==> src/design/prfd_pkg.sv <==
// ----------------------------------------------------------------------------
// prfd_pkg: shared types and constants for the route forward decision block
// Payload structs, opcodes, verdict codes, control/status bundles, mask helper.
// ----------------------------------------------------------------------------
package prfd_pkg;

   localparam int DEF_ROUTE_ENTRIES    = 128;
   localparam int DEF_OWNED_ENTRIES    = 16;
   localparam int DEF_PORTS            = 16;
   localparam int DEF_NEIGHBOR_ID_BITS = 4;

   localparam logic [31:0] FULL_MASK = 32'hFFFF_FFFF;
   localparam logic [5:0]  MAX_PLEN  = 6'd32;

   localparam int CSR_DATA_BITS = 8;

   typedef enum logic [1:0] {
      OP_OWNED_WR = 2'd0,
      OP_ROUTE_WR = 2'd1,
      OP_NBR_WR   = 2'd2,
      OP_LOOKUP   = 2'd3
   } opcode_type;

   typedef enum logic [2:0] {
      VERDICT_DONE        = 3'd0,
      VERDICT_LOCAL       = 3'd1,
      VERDICT_FORWARD     = 3'd2,
      VERDICT_NO_NEIGHBOR = 3'd3,
      VERDICT_NO_ROUTE    = 3'd4
   } verdict_type;

   typedef enum logic {
      CSR_OWNED_COUNT = 1'b0,
      CSR_ROUTE_COUNT = 1'b1
   } csr_index_type;

   typedef struct packed {
      logic [1:0]  opcode;
      logic [6:0]  entry_index;
      logic [31:0] address;
      logic [5:0]  prefix_length;
      logic [3:0]  port_number;
      logic [3:0]  neighbor_id;
   } req_type;

   typedef struct packed {
      verdict_type verdict;
      logic [3:0]  out_port;
      logic [3:0]  next_hop;
   } rsp_type;

   typedef struct packed {
      logic [31:0] network;
      logic [5:0]  plen;
   } owned_entry_type;

   typedef struct packed {
      logic [31:0] network;
      logic [5:0]  plen;
      logic [3:0]  port;
   } route_entry_type;

   // controller to datapath
   typedef struct packed {
      logic        load;
      logic        cnt_clr;
      logic        cnt_inc;
      logic        wr;
      logic        emit;
      verdict_type verdict;
   } ctl_cmd_type;

   // datapath to controller
   typedef struct packed {
      logic own_end;
      logic own_hit;
      logic rt_end;
      logic rt_hit;
      logic nbr_ok;
   } dp_status_type;

   // prefix 0 gives no bits, anything above 32 is an exact match
   function automatic logic [31:0] prefix_mask(input logic [5:0] plen);
      logic [5:0] len_c;
      len_c = (plen > MAX_PLEN) ? MAX_PLEN : plen;
      return ~(FULL_MASK >> len_c);
   endfunction

endpackage

==> src/design/prfd_ctrl.sv <==
// ----------------------------------------------------------------------------
// prfd_ctrl: sequencing for writes and lookups
// Walks owned entries, then routes, then the neighbor map, with a read state and a compare state per entry.
// ----------------------------------------------------------------------------
module prfd_ctrl
   import prfd_pkg::*;
(
   input  logic          clock,
   input  logic          reset,
   input  logic          start,
   input  logic [1:0]    opcode,
   input  dp_status_type status,
   output logic          busy,
   output ctl_cmd_type   cmd
);

   typedef enum logic [6:0] {
      S_IDLE    = 7'b0000001,
      S_WRITE   = 7'b0000010,
      S_OWN_RD  = 7'b0000100,
      S_OWN_CMP = 7'b0001000,
      S_RT_RD   = 7'b0010000,
      S_RT_CMP  = 7'b0100000,
      S_NBR_CMP = 7'b1000000
   } state_type;

   state_type state_ff, state_in;

   always_ff @(posedge clock) begin
      if (reset) begin
         state_ff <= S_IDLE;
      end else begin
         state_ff <= state_in;
      end
   end

   always_comb begin
      state_in    = state_ff;
      cmd         = '0;
      cmd.verdict = VERDICT_DONE;
      case (state_ff)
         S_IDLE: begin
            if (start) begin
               cmd.load    = 1'b1;
               cmd.cnt_clr = 1'b1;
               state_in    = (opcode == OP_LOOKUP) ? S_OWN_RD : S_WRITE;
            end
         end
         S_WRITE: begin
            cmd.wr      = 1'b1;
            cmd.emit    = 1'b1;
            cmd.verdict = VERDICT_DONE;
            state_in    = S_IDLE;
         end
         S_OWN_RD: begin
            if (status.own_end) begin
               cmd.cnt_clr = 1'b1;
               state_in    = S_RT_RD;
            end else begin
               state_in = S_OWN_CMP;
            end
         end
         S_OWN_CMP: begin
            if (status.own_hit) begin
               cmd.emit    = 1'b1;
               cmd.verdict = VERDICT_LOCAL;
               state_in    = S_IDLE;
            end else begin
               cmd.cnt_inc = 1'b1;
               state_in    = S_OWN_RD;
            end
         end
         S_RT_RD: begin
            if (status.rt_end) begin
               cmd.emit    = 1'b1;
               cmd.verdict = VERDICT_NO_ROUTE;
               state_in    = S_IDLE;
            end else begin
               state_in = S_RT_CMP;
            end
         end
         S_RT_CMP: begin
            if (status.rt_hit) begin
               state_in = S_NBR_CMP;
            end else begin
               cmd.cnt_inc = 1'b1;
               state_in    = S_RT_RD;
            end
         end
         S_NBR_CMP: begin
            cmd.emit    = 1'b1;
            cmd.verdict = status.nbr_ok ? VERDICT_FORWARD : VERDICT_NO_NEIGHBOR;
            state_in    = S_IDLE;
         end
         default: begin
            state_in = S_IDLE;
         end
      endcase
   end

   assign busy = (state_ff != S_IDLE);

endmodule

==> config.mk <==
export PLATFORM = sky130hd
export DESIGN_NAME = prfd_ctrl
export DESIGN_NICKNAME = d
export VERILOG_FILES = /design/src/design/prfd_pkg.sv /design/src/design/prfd_ctrl.sv
export SDC_FILE = /design/constraint.sdc
export NUM_CORES = 1
export LEC_CHECK = 0
export ABC_AREA = 1
export ABC_CLOCK_PERIOD_IN_PS = 1000
export BUFFER_PORTS_ARGS = -buffer_cell sky130_fd_sc_hd__buf_2
export CAP_MARGIN = 30
export CELL_PAD_IN_SITES_DETAIL_PLACEMENT = 0
export CELL_PAD_IN_SITES_GLOBAL_PLACEMENT = 1
export CORE_ASPECT_RATIO = 1.2
export CORE_UTILIZATION = 28
export DETAILED_ROUTE_END_ITERATION = 7
export PLACE_DENSITY = 0.83
export SYNTH_ARGS = -nofsm -noshare
export SYNTH_HDL_FRONTEND = slang
export SYNTH_SLANG_ARGS = --single-unit
==> constraint.sdc <==
create_clock -name clock -period 1 [get_ports clock]
set_input_delay 0.15 -clock clock [delete_from_list [all_inputs] [get_ports clock]]
set_output_delay 0.15 -clock clock [all_outputs]
set_load 0.01 [all_outputs]
==> summary.txt <==
Status
  • Status: finished, violations left
  • Failing checks: setup timing

Drt
  • DRC viols: 0
  • 1st-iter DRT viols: 9
  • Via-to-Cell Ratio: ~4.4
  • Final wirelength: roughly 1.4 mm
  • Drt pass-1 iters: 4
  • Remaining antenna violation count after routing: 0
  • DR vias: between 500 and 600
  • Routed length per instance: 10.7 µm

Global routing
  • Remaining global-route overflow: 0
  • First-pass GRT wire length: 2.50 mm
  • Antenna violations before repair: 0
  • Vias in the first global route: a little over 600
  • Largest net degree at the start of global routing: 5
  • GRT Util Overall: 0.180

Logic synthesis
  • Register bit total from synthesis: 7
  • Top-count cell post-synth: inv_1
  • Post-synth top flop: dfxtp_1
  • Yosys top cell by area: dfxtp_1
  • Mapped cell area: 500 µm²
  • Synth top cells by count: 14 x inv_1, 13 x nand2_1, 9 x nor2_1
  • Yosys warnings: 0
  • Async set-reset flop share out of synthesis: 0
  • Top cells by area, synth: dfxtp_1 28%, inv_1 11%, nand2_1 9.7%
  • Area fraction of the dominant cell type after synthesis: 0.280
  • Syn_nets: 85
  • Cell count after synthesis: between 70 and 80
  • Sequential area share after synthesis: 0.280
  • Cell variety after synth: 19
  • Number of flops mapped to enable cells by yosys: 0
  • Syn Area/Cell: 6.67 µm²

Finish
  • Max reg flops: 7
  • Final nets: roughly 130
  • Area grow syn2layout: 85.2%
  • Diode count: 0
  • # fillers: 144
  • Register with the most flip-flops: state_ff
  • Post-Layout Inst Area: 927 µm²
  • Top flop regs: state_ff x7
  • Layout cell share with drive strength beyond 1: 0.730

Placement
  • Pre-CTS setup slack: -0.273 ns
  • Placed cell areas: between 700 and 800 µm²
  • HPWL Detailed: 1.07 mm
  • Final Wtd Congestion: 0.764
  • I/O Buffers: 18

Floorplan
  • Die Area: between 0.0015 and 0.002 mm²
  • Initial core utilization: 0.301
  • Ports: 19
  • Die Y: 48.3 µm
  • # rows: 16
  • Core ar.: 0.00166 mm²
  • Die width: 40.6 µm

Timing
  • Unrepaired setup endpoints after global routing: yes
  • Slew Limit Fails: 0
  • Final WS setup: -0.471 ns
  • Worst Tran Pin Value: 0.275 ns
  • Final hold vios: 0
  • Setup Viol. Count Final: 15
  • Fin crit period: 1.47 ns
  • Max Freq: 0.680 GHz
  • Clock Skew: between 0.002 and 0.003 ns
  • Fin crit share: 1.47
  • Slew HR: 0.816

Clock tree
  • CTS buffer count: 3
  • H-tree depth: 1
  • Skew-Pair Late Insertion Delay: roughly 0.26 ns
  • Clk sinks: 7
  • CTS Buffer Depth: 2
  • CTS Hold Bufs: 0
  • Worst-path clk slew: 0.05 ns
  • Root Driver: clkbuf_4
  • TritonCTS clock tree: yes

Worst setup path
  • Data required, critical path: 0.85 ns
  • Reg2Reg Launch Point: state_ff[2]$_SDFFE_PP0P_
  • Worst setup path start: state_ff[6]$_SDFFE_PP0P_
  • CP Launch Type: register
  • Crit Path Max Fanout: 4
  • Critical path class: reg2out
  • Critical path arrival: around 1.3 ns
  • CP Capture Type: output pin

Power and ir drop
  • Worst IR Drop VDD: about 0.00077 V
  • Power per Cell Area: 1190 mW/mm²
  • Lkg Pwr: 0.484 nW

Job
  • Max Cap Viol: 0

Hold path
  • Type of the worst min-delay path: in2reg
  • Hold wc startpoint: status[4]
## power by group
part / internal, W / switching (W) / total (W)
combinational: 0.000260 / 0.000258 / 0.000519
sequential: 0.000298 / 0.0000245 / 0.000322
clock: 0.000153 / 0.000110 / 0.000263
## what timing repair did
action                                  in CTS  in global routing
gates resized for setup                     22                  5
setup buffers                                5                  3
pin swaps                                    6                  2
endpoints found under the setup margin      14                 16
## placed cells by master, fill, tap and decap left out, drive strengths merged
cell	netlist	final
a21oi	1	1
a31oi	1	1
inv	18	18
nor4	2	2
clkinv	1	1
nor2	16	16
o21ai	2	2
nand3	7	7
nand2	18	18
clkbuf	0	4
buf	0	36
dfxtp	7	7
nand4	2	2
## area by class of cell
type | instances | area (µm²) | area share
clock buffers | 4 | 26.3 | 0.0283
inverters | 19 | 76.3 | 0.0823
multi-input cells | 49 | 387 | 0.417
flip-flops and latches | 7 | 154 | 0.166
well taps | 18 | 22.5 | 0.0243
repair buffers | 36 | 262 | 0.282
## worst max-delay path: stages, from the launching register on
cell     delay (ns)
dfxtp_2        0.35
nor2_4         0.14
nand2_4        0.09
nor2_4         0.14
nand2_2        0.07
nand2_1        0.07
inv_2          0.04
nand3_2        0.06
buf_6          0.10
## through the flow
| step | instances | power (W) | hold WS (ns) | TNS (ns) | util |
|---|---|---|---|---|---|
| finish | 133 | 0.00110 | 0.0713 | -5.13 | 0.558 |
| global route | 133 | 0.00117 | 0.0765 | -6.20 | 0.558 |
| CTS | 130 | 0.00105 | 0.0675 | -4.84 | 0.530 |
| detailed placement | 121 | 0.000672 | 0.331 | -1.99 | 0.444 |
| global placement | 121 | 0.000667 | 0.340 | -1.99 | 0.444 |
| floorplan | 75 | 0.000578 | 0.212 | -0.199 | - |
## cells by family (layout without fill, tap and decap cells)
| logic type | Yosys count | count (layout) | share of synthesized area |
|---|---|---|---|
| and+or+nand+nor | 45 | 45 | 0.525 |
| buffers and inverters | 19 | 59 | 0.152 |
| DFF | 7 | 7 | 0.280 |
| AOI/OAI and AO/OA | 4 | 4 | 0.0425 |
## final timing paths
check | end | slack (ns) | cells after the start
hold reg to reg | state_ff[3]$_SDFFE_PP0P_ | 0.57 | 3
setup reg to reg | state_ff[6]$_SDFFE_PP0P_ | -0.33 | 10
setup / recovery | cmd[3] | -0.47 | 8
hold / removal | state_ff[3]$_SDFFE_PP0P_ | 0.07 | 2
## metal layers
metal,track usage,wire length (µm)
met1,0.223,585
met3,0.0321,41
met5,0,0
met4,0.0833,31
met2,0.286,765
Note: power is estimated with default switching activity, not from simulation.
